--- src/hw/rtl/tbru_pkg.sv ---
// Package with command, status and memory request codes of the branch resolve unit.
`default_nettype none
package tbru_pkg;
    typedef enum logic [3:0] {
        CMD_B = 4'd0, CMD_BL = 4'd1, CMD_BX = 4'd2, CMD_BLX = 4'd3,
        CMD_CBZ = 4'd4, CMD_CBNZ = 4'd5, CMD_TBB = 4'd6, CMD_TBH = 4'd7,
        CMD_SG = 4'd8, CMD_BXNS = 4'd9, CMD_BLXNS = 4'd10, CMD_RESP = 4'd11
    } t_cmd;

    localparam logic [2:0] ST_OK   = 3'd0;
    localparam logic [2:0] ST_USG  = 3'd1;
    localparam logic [2:0] ST_BUS  = 3'd2;
    localparam logic [2:0] ST_SEC  = 3'd3;
    localparam logic [2:0] ST_UND  = 3'd4;
    localparam logic [2:0] ST_EXC  = 3'd5;
    localparam logic [2:0] ST_WAIT = 3'd6;

    localparam logic [2:0] MR_NONE = 3'd0;
    localparam logic [2:0] MR_RDB  = 3'd1;
    localparam logic [2:0] MR_RDH  = 3'd2;
    localparam logic [2:0] MR_RDW  = 3'd3;
    localparam logic [2:0] MR_WRW  = 3'd4;

    localparam logic [1:0] PK_NONE = 2'd0;
    localparam logic [1:0] PK_TBL  = 2'd1;
    localparam logic [1:0] PK_PUSH = 2'd2;
    localparam logic [1:0] PK_POP  = 2'd3;

    localparam logic [1:0] ATTR_S   = 2'd0;
    localparam logic [1:0] ATTR_NSC = 2'd2;

    localparam logic [31:0] FNC_RET_VAL  = 32'hFEFF_FFFF;
    localparam logic [31:0] EXC_RET_MASK = 32'hFF00_0000;

    localparam logic CFG_TZ    = 1'b0;
    localparam logic CFG_SPINI = 1'b1;

    typedef struct packed {
        logic [3:0]  cmd;
        logic [31:0] pc;
        logic [31:0] rel;
        logic [31:0] ret;
        logic [31:0] reg_m;
        logic [31:0] reg_n;
        logic [1:0]  region_attr;
        logic [31:0] mem_data;
        logic        mem_fault;
        logic        is_exc;
        logic        is_fnc;
    } t_item;

    typedef struct packed {
        logic        pc_write;
        logic [31:0] new_pc;
        logic        lr_write;
        logic [31:0] lr_value;
        logic [2:0]  status;
        logic        clear_regs;
        logic [2:0]  mem_req;
        logic [31:0] mem_addr;
        logic [31:0] mem_wdata;
        logic        secure_now;
        logic        invstate_set;
    } t_result;
endpackage
`default_nettype wire

--- src/hw/rtl/tbru_front.sv ---
// Front end: accept items, compute targets and classify, two-entry queue.
`default_nettype none
module tbru_front (
    input  wire               i_clk,
    input  wire               i_rst_n,
    input  wire               i_valid,
    output logic              o_ready,
    input  wire [3:0]         i_cmd,
    input  wire [31:0]        i_pc,
    input  wire [24:0]        i_offset,
    input  wire [2:0]         i_insn_size,
    input  wire [31:0]        i_reg_m,
    input  wire [31:0]        i_reg_n,
    input  wire [1:0]         i_region_attr,
    input  wire [31:0]        i_mem_data,
    input  wire               i_mem_fault,
    output logic              o_valid,
    input  wire               i_ready,
    output tbru_pkg::t_item   o_item
);
    import tbru_pkg::*;

    t_item       r_q [2];
    logic [1:0]  r_cnt;
    logic        r_rd;
    logic        r_wr;
    t_item       n_item;
    logic        w_push;
    logic        w_pop;

    always_comb begin
        n_item.cmd         = i_cmd;
        n_item.pc          = i_pc;
        n_item.rel         = i_pc + 32'd4 + {{7{i_offset[24]}}, i_offset};
        n_item.ret         = (i_pc + {29'd0, i_insn_size}) | 32'd1;
        n_item.reg_m       = i_reg_m;
        n_item.reg_n       = i_reg_n;
        n_item.region_attr = i_region_attr;
        n_item.mem_data    = i_mem_data;
        n_item.mem_fault   = i_mem_fault;
        n_item.is_exc      = (i_reg_m & EXC_RET_MASK) == EXC_RET_MASK;
        n_item.is_fnc      = i_reg_m == FNC_RET_VAL;
    end

    assign o_ready = r_cnt != 2'd2;
    assign o_valid = r_cnt != 2'd0;
    assign o_item  = r_q[r_rd];
    assign w_push  = i_valid && o_ready;
    assign w_pop   = o_valid && i_ready;

    always_ff @(posedge i_clk) begin
        if (!i_rst_n) begin
            r_cnt <= 2'd0;
            r_rd  <= 1'b0;
            r_wr  <= 1'b0;
        end else begin
            if (w_push) r_wr <= ~r_wr;
            if (w_pop) r_rd <= ~r_rd;
            r_cnt <= r_cnt + {1'b0, w_push} - {1'b0, w_pop};
        end
        if (w_push) r_q[r_wr] <= n_item;
    end

    a_cnt: assert property (@(posedge i_clk) disable iff (!i_rst_n) r_cnt != 2'd3)
        else $error("queue count overflow");
    a_full: assert property (@(posedge i_clk) disable iff (!i_rst_n)
        (r_cnt == 2'd2 && !i_ready) |=> (r_cnt == 2'd2))
        else $error("full queue lost an entry");
    a_ptr: assert property (@(posedge i_clk) disable iff (!i_rst_n)
        (r_cnt == 2'd0 || r_cnt == 2'd2) |-> (r_rd == r_wr))
        else $error("queue pointers out of step");
endmodule
`default_nettype wire

--- src/hw/rtl/tbru_back.sv ---
// Back end: execute branches against security state, output register.
`default_nettype none
module tbru_back (
    input  wire               i_clk,
    input  wire               i_rst_n,
    input  wire               i_cfg_we,
    input  wire               i_cfg_idx,
    input  wire [31:0]        i_cfg_data,
    input  wire               i_valid,
    output logic              o_ready,
    input  tbru_pkg::t_item   i_item,
    output logic              o_valid,
    input  wire               i_ready,
    output tbru_pkg::t_result o_res
);
    import tbru_pkg::*;

    logic        r_tz;
    logic        r_sec;
    logic [31:0] r_sp;
    logic [1:0]  r_pk;
    logic [31:0] r_ppc;
    logic [31:0] r_ptgt;
    logic        r_ov;
    t_result     r_res;
    logic        n_sec;
    logic [31:0] n_sp;
    logic [1:0]  n_pk;
    logic [31:0] n_ppc;
    logic [31:0] n_ptgt;
    t_result     n_res;
    logic        w_go;
    logic [31:0] w_spm4;

    assign o_ready = !r_ov || i_ready;
    assign w_go    = i_valid && o_ready;
    assign o_valid = r_ov;
    assign o_res   = r_res;
    assign w_spm4  = r_sp - 32'd4;

    always_comb begin
        n_sec  = r_sec;
        n_sp   = r_sp;
        n_pk   = r_pk;
        n_ppc  = r_ppc;
        n_ptgt = r_ptgt;
        n_res  = '0;
        if (i_item.cmd == CMD_RESP) begin
            n_pk = PK_NONE;
            case (r_pk)
                PK_TBL: begin
                    if (i_item.mem_fault) n_res.status = ST_BUS;
                    else begin
                        n_res.pc_write = 1'b1;
                        n_res.new_pc = (r_ppc + 32'd4 +
                            {(i_item.mem_data[30:0] & r_ptgt[30:0]), 1'b0}) & ~32'd1;
                    end
                end
                PK_PUSH: begin
                    if (i_item.mem_fault) begin
                        n_sp = r_sp + 32'd4;
                        n_res.status = ST_BUS;
                    end else begin
                        n_res.lr_write = 1'b1;
                        n_res.lr_value = FNC_RET_VAL;
                        n_res.clear_regs = 1'b1;
                        n_sec = 1'b0;
                        if (!r_ptgt[0]) n_res.status = ST_USG;
                        else begin
                            n_res.pc_write = 1'b1;
                            n_res.new_pc = r_ptgt & ~32'd1;
                        end
                    end
                end
                PK_POP: begin
                    if (i_item.mem_fault) n_res.status = ST_BUS;
                    else begin
                        n_sp = r_sp + 32'd4;
                        n_res.pc_write = 1'b1;
                        n_res.new_pc = i_item.mem_data & ~32'd1;
                    end
                end
                default: ;
            endcase
        end else if (r_pk != PK_NONE) begin
            n_res.status = ST_WAIT;
        end else begin
            unique case (i_item.cmd) inside
                CMD_B, CMD_BL: begin
                    if (i_item.cmd == CMD_BL) begin
                        n_res.lr_write = 1'b1;
                        n_res.lr_value = i_item.ret;
                    end
                    n_res.pc_write = 1'b1;
                    n_res.new_pc = i_item.rel & ~32'd1;
                end
                CMD_BX, CMD_BLX: begin
                    if (i_item.cmd == CMD_BLX) begin
                        n_res.lr_write = 1'b1;
                        n_res.lr_value = i_item.ret;
                    end
                    if (i_item.is_exc) begin
                        n_res.status = ST_EXC;
                        n_res.new_pc = i_item.reg_m;
                    end else if (i_item.cmd == CMD_BX && i_item.is_fnc && r_tz) begin
                        if (r_sec) begin
                            n_res.status = ST_USG;
                            n_res.invstate_set = 1'b1;
                        end else begin
                            n_sec = 1'b1;
                            n_pk = PK_POP;
                            n_res.status = ST_WAIT;
                            n_res.mem_req = MR_RDW;
                            n_res.mem_addr = r_sp;
                        end
                    end else if (!i_item.reg_m[0]) n_res.status = ST_USG;
                    else begin
                        n_res.pc_write = 1'b1;
                        n_res.new_pc = i_item.reg_m & ~32'd1;
                    end
                end
                CMD_CBZ, CMD_CBNZ: begin
                    if ((i_item.reg_n == 32'd0) == (i_item.cmd == CMD_CBZ)) begin
                        n_res.pc_write = 1'b1;
                        n_res.new_pc = i_item.rel & ~32'd1;
                    end
                end
                CMD_TBB, CMD_TBH: begin
                    n_pk = PK_TBL;
                    n_ppc = i_item.pc;
                    n_res.status = ST_WAIT;
                    if (i_item.cmd == CMD_TBB) begin
                        n_ptgt = 32'h0000_00FF;
                        n_res.mem_req = MR_RDB;
                        n_res.mem_addr = i_item.reg_n + i_item.reg_m;
                    end else begin
                        n_ptgt = 32'h0000_FFFF;
                        n_res.mem_req = MR_RDH;
                        n_res.mem_addr = i_item.reg_n + {i_item.reg_m[30:0], 1'b0};
                    end
                end
                CMD_SG, CMD_BXNS, CMD_BLXNS: begin
                    if (!r_tz) n_res.status = ST_UND;
                    else if (i_item.cmd == CMD_SG) begin
                        if (!r_sec) begin
                            if (i_item.region_attr != ATTR_NSC) n_res.status = ST_SEC;
                            else n_sec = 1'b1;
                        end
                    end else if (i_item.cmd == CMD_BXNS) begin
                        if (r_sec && i_item.region_attr == ATTR_S) n_res.status = ST_SEC;
                        else begin
                            if (r_sec) begin
                                n_res.clear_regs = 1'b1;
                                n_sec = 1'b0;
                            end
                            if (!i_item.reg_m[0]) n_res.status = ST_USG;
                            else begin
                                n_res.pc_write = 1'b1;
                                n_res.new_pc = i_item.reg_m & ~32'd1;
                            end
                        end
                    end else begin
                        n_res.lr_write = 1'b1;
                        n_res.lr_value = i_item.ret;
                        if (r_sec) begin
                            if (i_item.region_attr == ATTR_S) n_res.status = ST_SEC;
                            else begin
                                n_sp = w_spm4;
                                n_pk = PK_PUSH;
                                n_ptgt = i_item.reg_m;
                                n_res.status = ST_WAIT;
                                n_res.mem_req = MR_WRW;
                                n_res.mem_addr = w_spm4;
                                n_res.mem_wdata = i_item.ret;
                            end
                        end else if (!i_item.reg_m[0]) n_res.status = ST_USG;
                        else begin
                            n_res.pc_write = 1'b1;
                            n_res.new_pc = i_item.reg_m & ~32'd1;
                        end
                    end
                end
                default: n_res.status = ST_UND;
            endcase
        end
        n_res.secure_now = n_sec;
    end

    always_ff @(posedge i_clk) begin
        if (!i_rst_n) begin
            r_tz   <= 1'b1;
            r_sec  <= 1'b1;
            r_sp   <= 32'd0;
            r_pk   <= PK_NONE;
            r_ppc  <= 32'd0;
            r_ptgt <= 32'd0;
            r_ov   <= 1'b0;
        end else begin
            if (w_go) begin
                r_sec  <= n_sec;
                r_sp   <= n_sp;
                r_pk   <= n_pk;
                r_ppc  <= n_ppc;
                r_ptgt <= n_ptgt;
                r_ov   <= 1'b1;
            end else if (i_ready) begin
                r_ov <= 1'b0;
            end
            if (i_cfg_we) begin
                if (i_cfg_idx == CFG_TZ) r_tz <= i_cfg_data[0];
                else r_sp <= i_cfg_data;
            end
        end
        if (w_go) r_res <= n_res;
    end

    a_hold: assert property (@(posedge i_clk) disable iff (!i_rst_n)
        (r_ov && !i_ready) |=> (r_ov && $stable(r_res)))
        else $error("stalled result changed");
    a_wait: assert property (@(posedge i_clk) disable iff (!i_rst_n)
        (w_go && n_res.mem_req != MR_NONE) |=> (r_pk != PK_NONE))
        else $error("memory request without pending operation");
    a_sec: assert property (@(posedge i_clk) disable iff (!i_rst_n)
        r_ov |-> (r_res.secure_now == r_sec))
        else $error("secure_now out of step");
endmodule
`default_nettype wire

--- src/hw/rtl/thumb_branch_resolve_unit.sv ---
// Top level of the Thumb branch resolve unit.
// Path from input accept to result valid: queue entry, then output register.
// One item per cycle unless stalled; memory-assisted branches wait for a response item.
// Front queue holds two items, back end keeps one result in its output register.
// Synchronous active-low reset: secure state, empty pending, trustzone on, stack pointer 0.
`default_nettype none
module thumb_branch_resolve_unit (
    input  wire         i_clk,
    input  wire         i_rst_n,
    input  wire         i_cfg_we,
    input  wire         i_cfg_idx,
    input  wire [31:0]  i_cfg_data,
    input  wire         s_axis_tvalid,
    output logic        s_axis_tready,
    // cmd[3:0] pc[35:4] offset[60:36] insn_size[63:61] reg_m[95:64] reg_n[127:96]
    // region_attr[129:128] mem_data[161:130] mem_fault[162]
    input  wire [167:0] s_axis_tdata,
    output logic        m_axis_tvalid,
    input  wire         m_axis_tready,
    // pc_write[0] new_pc[32:1] lr_write[33] lr_value[65:34] status[68:66]
    // clear_regs[69] mem_req[72:70] mem_addr[104:73] mem_wdata[136:105]
    // secure_now[137] invstate_set[138]
    output logic [143:0] m_axis_tdata
);
    import tbru_pkg::*;

    t_item   w_item;
    t_result w_res;
    logic    w_qv;
    logic    w_qr;

    tbru_front u_front (
        .i_clk(i_clk), .i_rst_n(i_rst_n),
        .i_valid(s_axis_tvalid), .o_ready(s_axis_tready),
        .i_cmd(s_axis_tdata[3:0]), .i_pc(s_axis_tdata[35:4]),
        .i_offset(s_axis_tdata[60:36]), .i_insn_size(s_axis_tdata[63:61]),
        .i_reg_m(s_axis_tdata[95:64]), .i_reg_n(s_axis_tdata[127:96]),
        .i_region_attr(s_axis_tdata[129:128]), .i_mem_data(s_axis_tdata[161:130]),
        .i_mem_fault(s_axis_tdata[162]),
        .o_valid(w_qv), .i_ready(w_qr), .o_item(w_item)
    );

    tbru_back u_back (
        .i_clk(i_clk), .i_rst_n(i_rst_n),
        .i_cfg_we(i_cfg_we), .i_cfg_idx(i_cfg_idx), .i_cfg_data(i_cfg_data),
        .i_valid(w_qv), .o_ready(w_qr), .i_item(w_item),
        .o_valid(m_axis_tvalid), .i_ready(m_axis_tready), .o_res(w_res)
    );

    assign m_axis_tdata = {5'd0, w_res.invstate_set, w_res.secure_now, w_res.mem_wdata,
        w_res.mem_addr, w_res.mem_req, w_res.clear_regs, w_res.status,
        w_res.lr_value, w_res.lr_write, w_res.new_pc, w_res.pc_write};
endmodule
`default_nettype wire

--- config.mk ---
export PLATFORM = sky130hd
export DESIGN_NAME = thumb_branch_resolve_unit
export DESIGN_NICKNAME = d
export VERILOG_FILES = /design/src/hw/rtl/tbru_pkg.sv /design/src/hw/rtl/tbru_front.sv /design/src/hw/rtl/tbru_back.sv /design/src/hw/rtl/thumb_branch_resolve_unit.sv
export SDC_FILE = /design/constraint.sdc
export NUM_CORES = 1
export LEC_CHECK = 0
export BUFFER_PORTS_ARGS = -buffer_cell sky130_fd_sc_hd__buf_2
export CAP_MARGIN = 40
export CORE_MARGIN = 8
export CORE_UTILIZATION = 40
export DETAILED_ROUTE_END_ITERATION = 12
export GPL_ROUTABILITY_DRIVEN = 0
export SLEW_MARGIN = 20
export SYNTH_ARGS = -nofsm -noshare
export SYNTH_HDL_FRONTEND = slang
export SYNTH_SLANG_ARGS = --single-unit
--- constraint.sdc ---
create_clock -name i_clk -period 10.92 [get_ports i_clk]
set_input_delay 2.184 -clock i_clk [delete_from_list [all_inputs] [get_ports i_clk]]
set_output_delay 2.184 -clock i_clk [all_outputs]
set_load 0.05 [all_outputs]
==> metrics.cfg, run 1 <==
[synth]
synth_top_cell_by_area = edfxtp_1
ys_types = 95
yosys-top-cells-area = edfxtp_1 47%, ha_1 6.9%, dfxtp_1 6.2%
synthCells = 3024
synth_top_area_share_pct = 47.05
synthArstFlopShare_pct = 0
synth_commonest_cells = 534 x edfxtp_1, 266 x nand2_1, 195 x nor2_1
yosysMostFrequentCell = edfxtp_1
synth_edf_count = 534
netlist_area_sq_um = 34080
ys_seq_elements = 639
ys_seq_area_share_pct = 53.22
ys_warn_count = 0
avgSynthCellArea_sq_um = 11.27
synth_ff_type = edfxtp_1

[timing]
worst_slack_ps = 5750
setup-tns-final_ps = 0
drv_slew = 0
rsz0062_at_grt = no
setup_viol = 0
skew_ps = 56.97
fmax_mhz = 193.4
max-slew-margin-rel_pct = 35.54
hold_viol = 0
holdWs_ps = 459.8
finalCritPeriodShare_pct = 47.34
tightest_slew_ps = 966.9
post-route-min-period_ps = 5170

[clock_tree]
clockBufferDepth = 3
clock_latency_ps = 660
clk_pin_slew_ps = 60
htreeDepth = 3
cts_setup_buffers = 0
hold_buffers = 0
clockRootBuffer = clkbuf_16
cts_tree = built
cts_resized = 0
cts_sinks = 639
cts_buffers = 74

[grt]
grt_max_degree = 108
grt_pass1_vias = 24270
grt-ovfl-total = 0
antenna_found_initial = 25
grt_pass1_wl_um = 149200
track_usage_pct = 20.47

[routing]
wl_per_cell_um = 22.18
drcViolationCount = 0
totalWireLength_um = 101300
dr.pass1.iters = 6
antenna_left = 0
first_iter_violations = 1915
via_per_inst = 5.484
via_count = 25050

[die]
initial_utilization_pct = 40.21
dieArea_sq_um = 94800
core_sq_um = 84750
row_count = 107
fp.dieH_um = 307.9
io_pins = 352
die_w_um = 307.9

[final_layout]
finalNonFillerCells = 4567
drive_gt1_share_pct = 17.88
postLayoutCellArea_sq_um = 39870
area_growth_pct = 16.98
n_fill_cell = 7820
fin_util_pct = 47.04
layout.nets = 3747

[power]
leakagePower_nw = 15.76
total_power_mw = 10.19
pwr_density_cell_nw_per_um2 = 255.7
vdd_drop_max_uv = 193.9

[placement]
portBuffers = 341
dp_slack_ps = 5127
dp_cells = 4414
hpwl_um = 75330
dpl_cell_area_sq_um = 37190

[critical_path]
critPathKind = in -> reg
crit_arrival_ps = 5680
startpoint_type = input pin
cp-end-kind = flop
cp.required_ps = 11430
startpoint = s_axis_tdata[5]
crit_fanout = 5

[run_status]
status = completed

[flow_run]
cap_violations = 0

[hold_path]
hp-class = reg -> reg
hold_path_startpoint = u_back.r_sp[0]

-- layer usage --
metal | track usage (%) | up-vias | wire length [um]
met1 | 26.94 | 12010 | 43650
met3 | 4.559 | 153 | 7560
met4 | 6.190 | 16 | 2734
met5 | 0 | - | 105
li1 | - | 12060 | -
met2 | 33.68 | 801 | 47230
-- worst max-delay path, stage by stage --
cell and delay (ps):
buf_2 130, ha_1 290, ha_1 230, fa_1 470, a21o_1 200, nand3_1 130, a2111oi_0 190, o21a_1 290
a221oi_1 550, nand2_1 140, a31oi_1 360, nor2b_1 110, nor4b_1 240, nand3b_1 160
-- kinds of logic after synthesis --
| kind of cell | share of synthesized area (%) |
|---|---|
| flip-flops | 53.22 |
| other | 0.01100 |
| AO/OA/AOI/OAI | 14.63 |
| multiplexers | 6.223 |
| XOR/XNOR | 4.189 |
| adder cells (fa/ha/maj) | 7.159 |
| buffers and inverters | 2.750 |
| AND/OR/NAND/NOR | 11.81 |
-- where the power goes --
group / internal, mW / total, mW / switching [mW] / leakage, nW
Sequential: 3.26 / 3.46 / 0.198 / 5.92
Combinational: 1.27 / 4.18 / 2.91 / 8.60
Clock: 1.49 / 2.56 / 1.07 / 1.24
-- layout by cell type (no fill, tap or decap), types with 21 or more instances in the layout --
| cell | n |
|---|---|
| nor2_1 | 192 |
| edfxtp_1 | 534 |
| a22oi_1 | 32 |
| nand2b_1 | 21 |
| o21ai_0 | 189 |
| a31oi_1 | 25 |
| nor3_1 | 46 |
| a221oi_1 | 25 |
| xnor2_1 | 110 |
| buf_4 | 35 |
| nand2_1 | 265 |
| o211a_1 | 49 |
| nand3_1 | 71 |
| nor4_1 | 23 |
| mux2i_1 | 159 |
| a21o_1 | 67 |
| inv_1 | 80 |
| xor2_1 | 53 |
| ha_1 | 187 |
| buf_2 | 340 |
| a21oi_1 | 179 |
| o22ai_1 | 40 |
| a211oi_1 | 28 |
| dfxtp_1 | 104 |
| nor2b_1 | 74 |
| clkbuf_16 | 74 |
| nand4_1 | 28 |
| mux2_2 | 39 |
-- cell type report --
class | count | area (sq um) | share of cell area [%]
Timing Repair Buffer | 390 | 2293 | 5.753
Inverter | 83 | 316.6 | 0.7940
Sequential cell | 639 | 18140 | 45.50
Multi-Input combinational cell | 2161 | 15080 | 37.84
Clock buffer | 81 | 1888 | 4.736
Tap cell | 1144 | 1431 | 3.590
Clock inverter | 57 | 683.2 | 1.714
Antenna cell | 12 | 30.03 | 0.07532
-- worst paths after layout --
kind	endpoint	slack [ps]	cells after the start
setup / recovery	u_front.r_q[1][161]	5750	14
hold / removal	u_back.r_sp[0]	460	2
setup reg to reg	u_back.o_res[131]	5770	17
hold reg to reg	u_back.r_sp[0]	460	2
-- registers in the layout, indices dropped and copies added (netlist names), named ones only --
register / count
u_front.r_q: 396
u_back.o_res: 138
u_back.r_ptgt: 32
u_back.r_sp: 32
u_back.r_ppc: 31
u_back.r_pk: 2
u_front.r_cnt: 2
u_back.o_valid: 1
u_back.r_sec: 1
u_back.r_tz: 1
u_front.r_rd: 1
u_front.r_wr: 1
(Power assumes the default switching activity.)
==> run 2: changes to the inputs <==
==> constraint.sdc (replaced) <==
create_clock -name i_clk -period 5.4 [get_ports i_clk]
set_input_delay 1.08 -clock i_clk [delete_from_list [all_inputs] [get_ports i_clk]]
set_output_delay 1.08 -clock i_clk [all_outputs]
set_load 0.05 [all_outputs]
==> run 2 against run 1 <==
Flip-flop and latch count unchanged. Setup slack worse by 5100 ps. Register-to-register slack worse by 5100 ps. Die area unchanged. Wire length up 1.3%. Critical path type is now reg -> reg.
==> metrics.cfg, run 2 (synthesis gave the netlist of run 1 again) <==
[clock_tree]
htreeDepth = 3  ; unchanged
cts_sinks = 639  ; unchanged
cts_buffers = 74  ; unchanged
clock_latency_ps = 650  ; was 660 ps
cts_resized = 0  ; unchanged
clk_pin_slew_ps = 50  ; was 60 ps
cts_tree = built  ; unchanged
clockBufferDepth = 3  ; unchanged
cts_setup_buffers = 0  ; unchanged
hold_buffers = 0  ; unchanged
clockRootBuffer = clkbuf_16  ; unchanged

[die]
die_w_um = 307.9  ; unchanged
core_sq_um = 84750  ; unchanged
row_count = 107  ; unchanged
initial_utilization_pct = 40.21  ; unchanged
dieArea_sq_um = 94800  ; unchanged
io_pins = 352  ; unchanged
fp.dieH_um = 307.9  ; unchanged

[routing]
met2_length_um = 47460  ; was 47230 um
drcViolationCount = 0  ; unchanged
wl_per_cell_um = 22.38  ; was 22.18 um
antenna_left = 0  ; unchanged
dr.pass1.iters = 7  ; was 6
route.met3.wl_um = 8545  ; was 7560 um
wl_met1_um = 43520  ; was 43650 um
via_per_inst = 5.522  ; was 5.484
via_count = 25330  ; was 25050
first_iter_violations = 1966  ; was 1915
totalWireLength_um = 102600  ; was 101300 um
top_layer_used = met5  ; unchanged

[final_layout]
layout_common_cells = 534 x edfxtp_1, 341 x buf_2, 266 x nand2_1, 193 x nor2_1, 189 x o21ai_0  ; was 534 x edfxtp_1, 340 x buf_2, 265 x nand2_1, 192 x nor2_1, 189 x o21ai_0
regMostFlops = u_front.r_q  ; unchanged
drive_gt1_share_pct = 18.05  ; was 17.88%
area_growth_pct = 16.99  ; was 16.98%
largest_reg_flops = 396  ; unchanged
n_fill_cell = 7885  ; was 7820
final_common_cell = edfxtp_1  ; unchanged
layout.nets = 3761  ; was 3747

[power]
p_seq_share_pct = 33.9  ; about the same
leakagePower_nw = 15.78  ; was 15.76 nW
switchingPower_mw = 8.430  ; was 4.175 mW
vdd_drop_max_uv = 500.8  ; was 193.9 uV
comb_power_share_pct = 40.9  ; was 41.0%
swShare_pct = 40.89  ; was 40.96%
total_power_mw = 20.62  ; was 10.19 mW
pwr_density_cell_nw_per_um2 = 517.1  ; was 255.7 nW/um^2
p_clk_share_pct = 25.2  ; was 25.1%
p_int_mw = 12.19  ; was 6.018 mW

[grt]
grt_pass1_vias = 24820  ; was 24270
antenna_found_initial = 33  ; was 25
grt_pass1_wl_um = 151800  ; was 149200 um
grt-ovfl-total = 0  ; unchanged
grt_max_degree = 77  ; was 108
track_usage_pct = 20.82  ; was 20.47%

[critical_path]
crit_fanout = 22  ; was 5
crit_family = compound AO/OA/AOI/OAI gates  ; unchanged
cp-end-kind = flop  ; unchanged
crit_buf_inv = 2  ; was 1
cp.required_ps = 5750  ; was 11430 ps
critPathKind = reg -> reg  ; was in -> reg
cp_slowest_stage_delay_ps = 610  ; was 550 ps
crit_arrival_ps = 5070  ; was 5680 ps
cp_cell_sequence = mux2i_1, inv_1, ha_1, inv_1, fa_1, nor2b_1, o31a_1, o41a_1, a32o_1, a21oi_4, a31oi_1, a41o_1, mux2_4, nor2_2, o32ai_1  ; was buf_2, ha_1, ha_1, fa_1, a21o_1, nand3_1, a2111oi_0, o21a_1, a221oi_1, nand2_1, a31oi_1, nor2b_1, nor4b_1, nand3b_1
startpoint_type = flop  ; was input pin
cpMaxStageDelayCell = dfxtp_4  ; was a221oi_1
cpMostUsedCell = inv_1  ; was ha_1

[timing]
hold_viol = 0  ; unchanged
setup-tns-final_ps = 0  ; unchanged
post-route-min-period_ps = 4720
setup_viol = 0  ; unchanged
rsz0062_at_grt = no  ; unchanged
fmax_mhz = 211.9
drv_slew = 0  ; unchanged
finalCritPeriodShare_pct = 87.41
max-slew-margin-rel_pct = 40.25  ; was 35.54%
skew_ps = 59.70  ; was 56.97 ps
tightest_slew_ps = 873.7  ; was 966.9 ps

[hold_path]
hp-class = reg -> reg  ; unchanged
hold_path_startpoint = u_back.r_sp[1]  ; was u_back.r_sp[0]

[placement]
hpwl_um = 76230  ; was 75330 um
portBuffers = 341  ; unchanged

[flow_run]
cap_violations = 0  ; unchanged

[run_status]
status = completed  ; unchanged

## run 2: cell types whose count changed in the layout (fill, tap and decap cells not counted), sizes merged
cell	change
clkbuf	+11
bufinv	-1
buf	+14
clkinv	-12
diode	+7
## run 2: layout make-up
type	instances	area (sq um)	area share, %
Antenna cell	19	47.55	0.1192
Clock buffer	92	1979	4.964
Clock inverter	44	551.8	1.384
Inverter	83	316.6	0.7939
Multi-Input combinational cell	2161	15070	37.79
Sequential cell	639	18140	45.50
Tap cell	1144	1431	3.590
Timing Repair Buffer	404	2337	5.862
## run 2: routing by layer
metal,global-route usage (%),vias to the layer above
li1,-,12090
met1,27.17,12140
met2,34.35,894
met3,4.978,185
met4,6.092,22
met5,0,-
## run 2: stage by stage
step                hold WS (ps)  instances  util, %  cell area (sq um)  worst slack [ps]
floorplan                  440.0       3028        -              34110             535.0
global placement           455.1       4423    43.86              37170             720.5
detailed placement         474.9       4429    43.94              37240             620.7
CTS                        483.1       4565    46.93              39770             628.2
global route               518.3       4570    47.00              39830             326.7
finish                     482.7       4586    47.05              39870             679.8
## run 2: path summary, 6_finish.rpt
kind | endpoint | slack, ps | cells past startpoint
setup / recovery | u_back.o_res[65] | 680 | 15
hold / removal | u_back.r_sp[1] | 480 | 2
setup reg to reg | u_back.o_res[65] | 680 | 15
hold reg to reg | u_back.r_sp[1] | 480 | 2
## run 2: power groups by stage
stage	combinational [mW]	sequential (mW)	clock (mW)
CTS	8.42	7.00	5.31
floorplan	4.46	8.58	0
finish	8.42	6.99	5.21
global placement	8.35	7.07	0
detailed placement	8.38	7.09	0
global route	9.05	7.09	5.47
## run 2: worst min-delay path: cells and delay by family (launching register included)
| kind | cells | cell delay (ps) |
|---|---|---|
| simple gates | 1 | 50 |
| flops | 1 | 320 |
| compound gates | 1 | 60 |
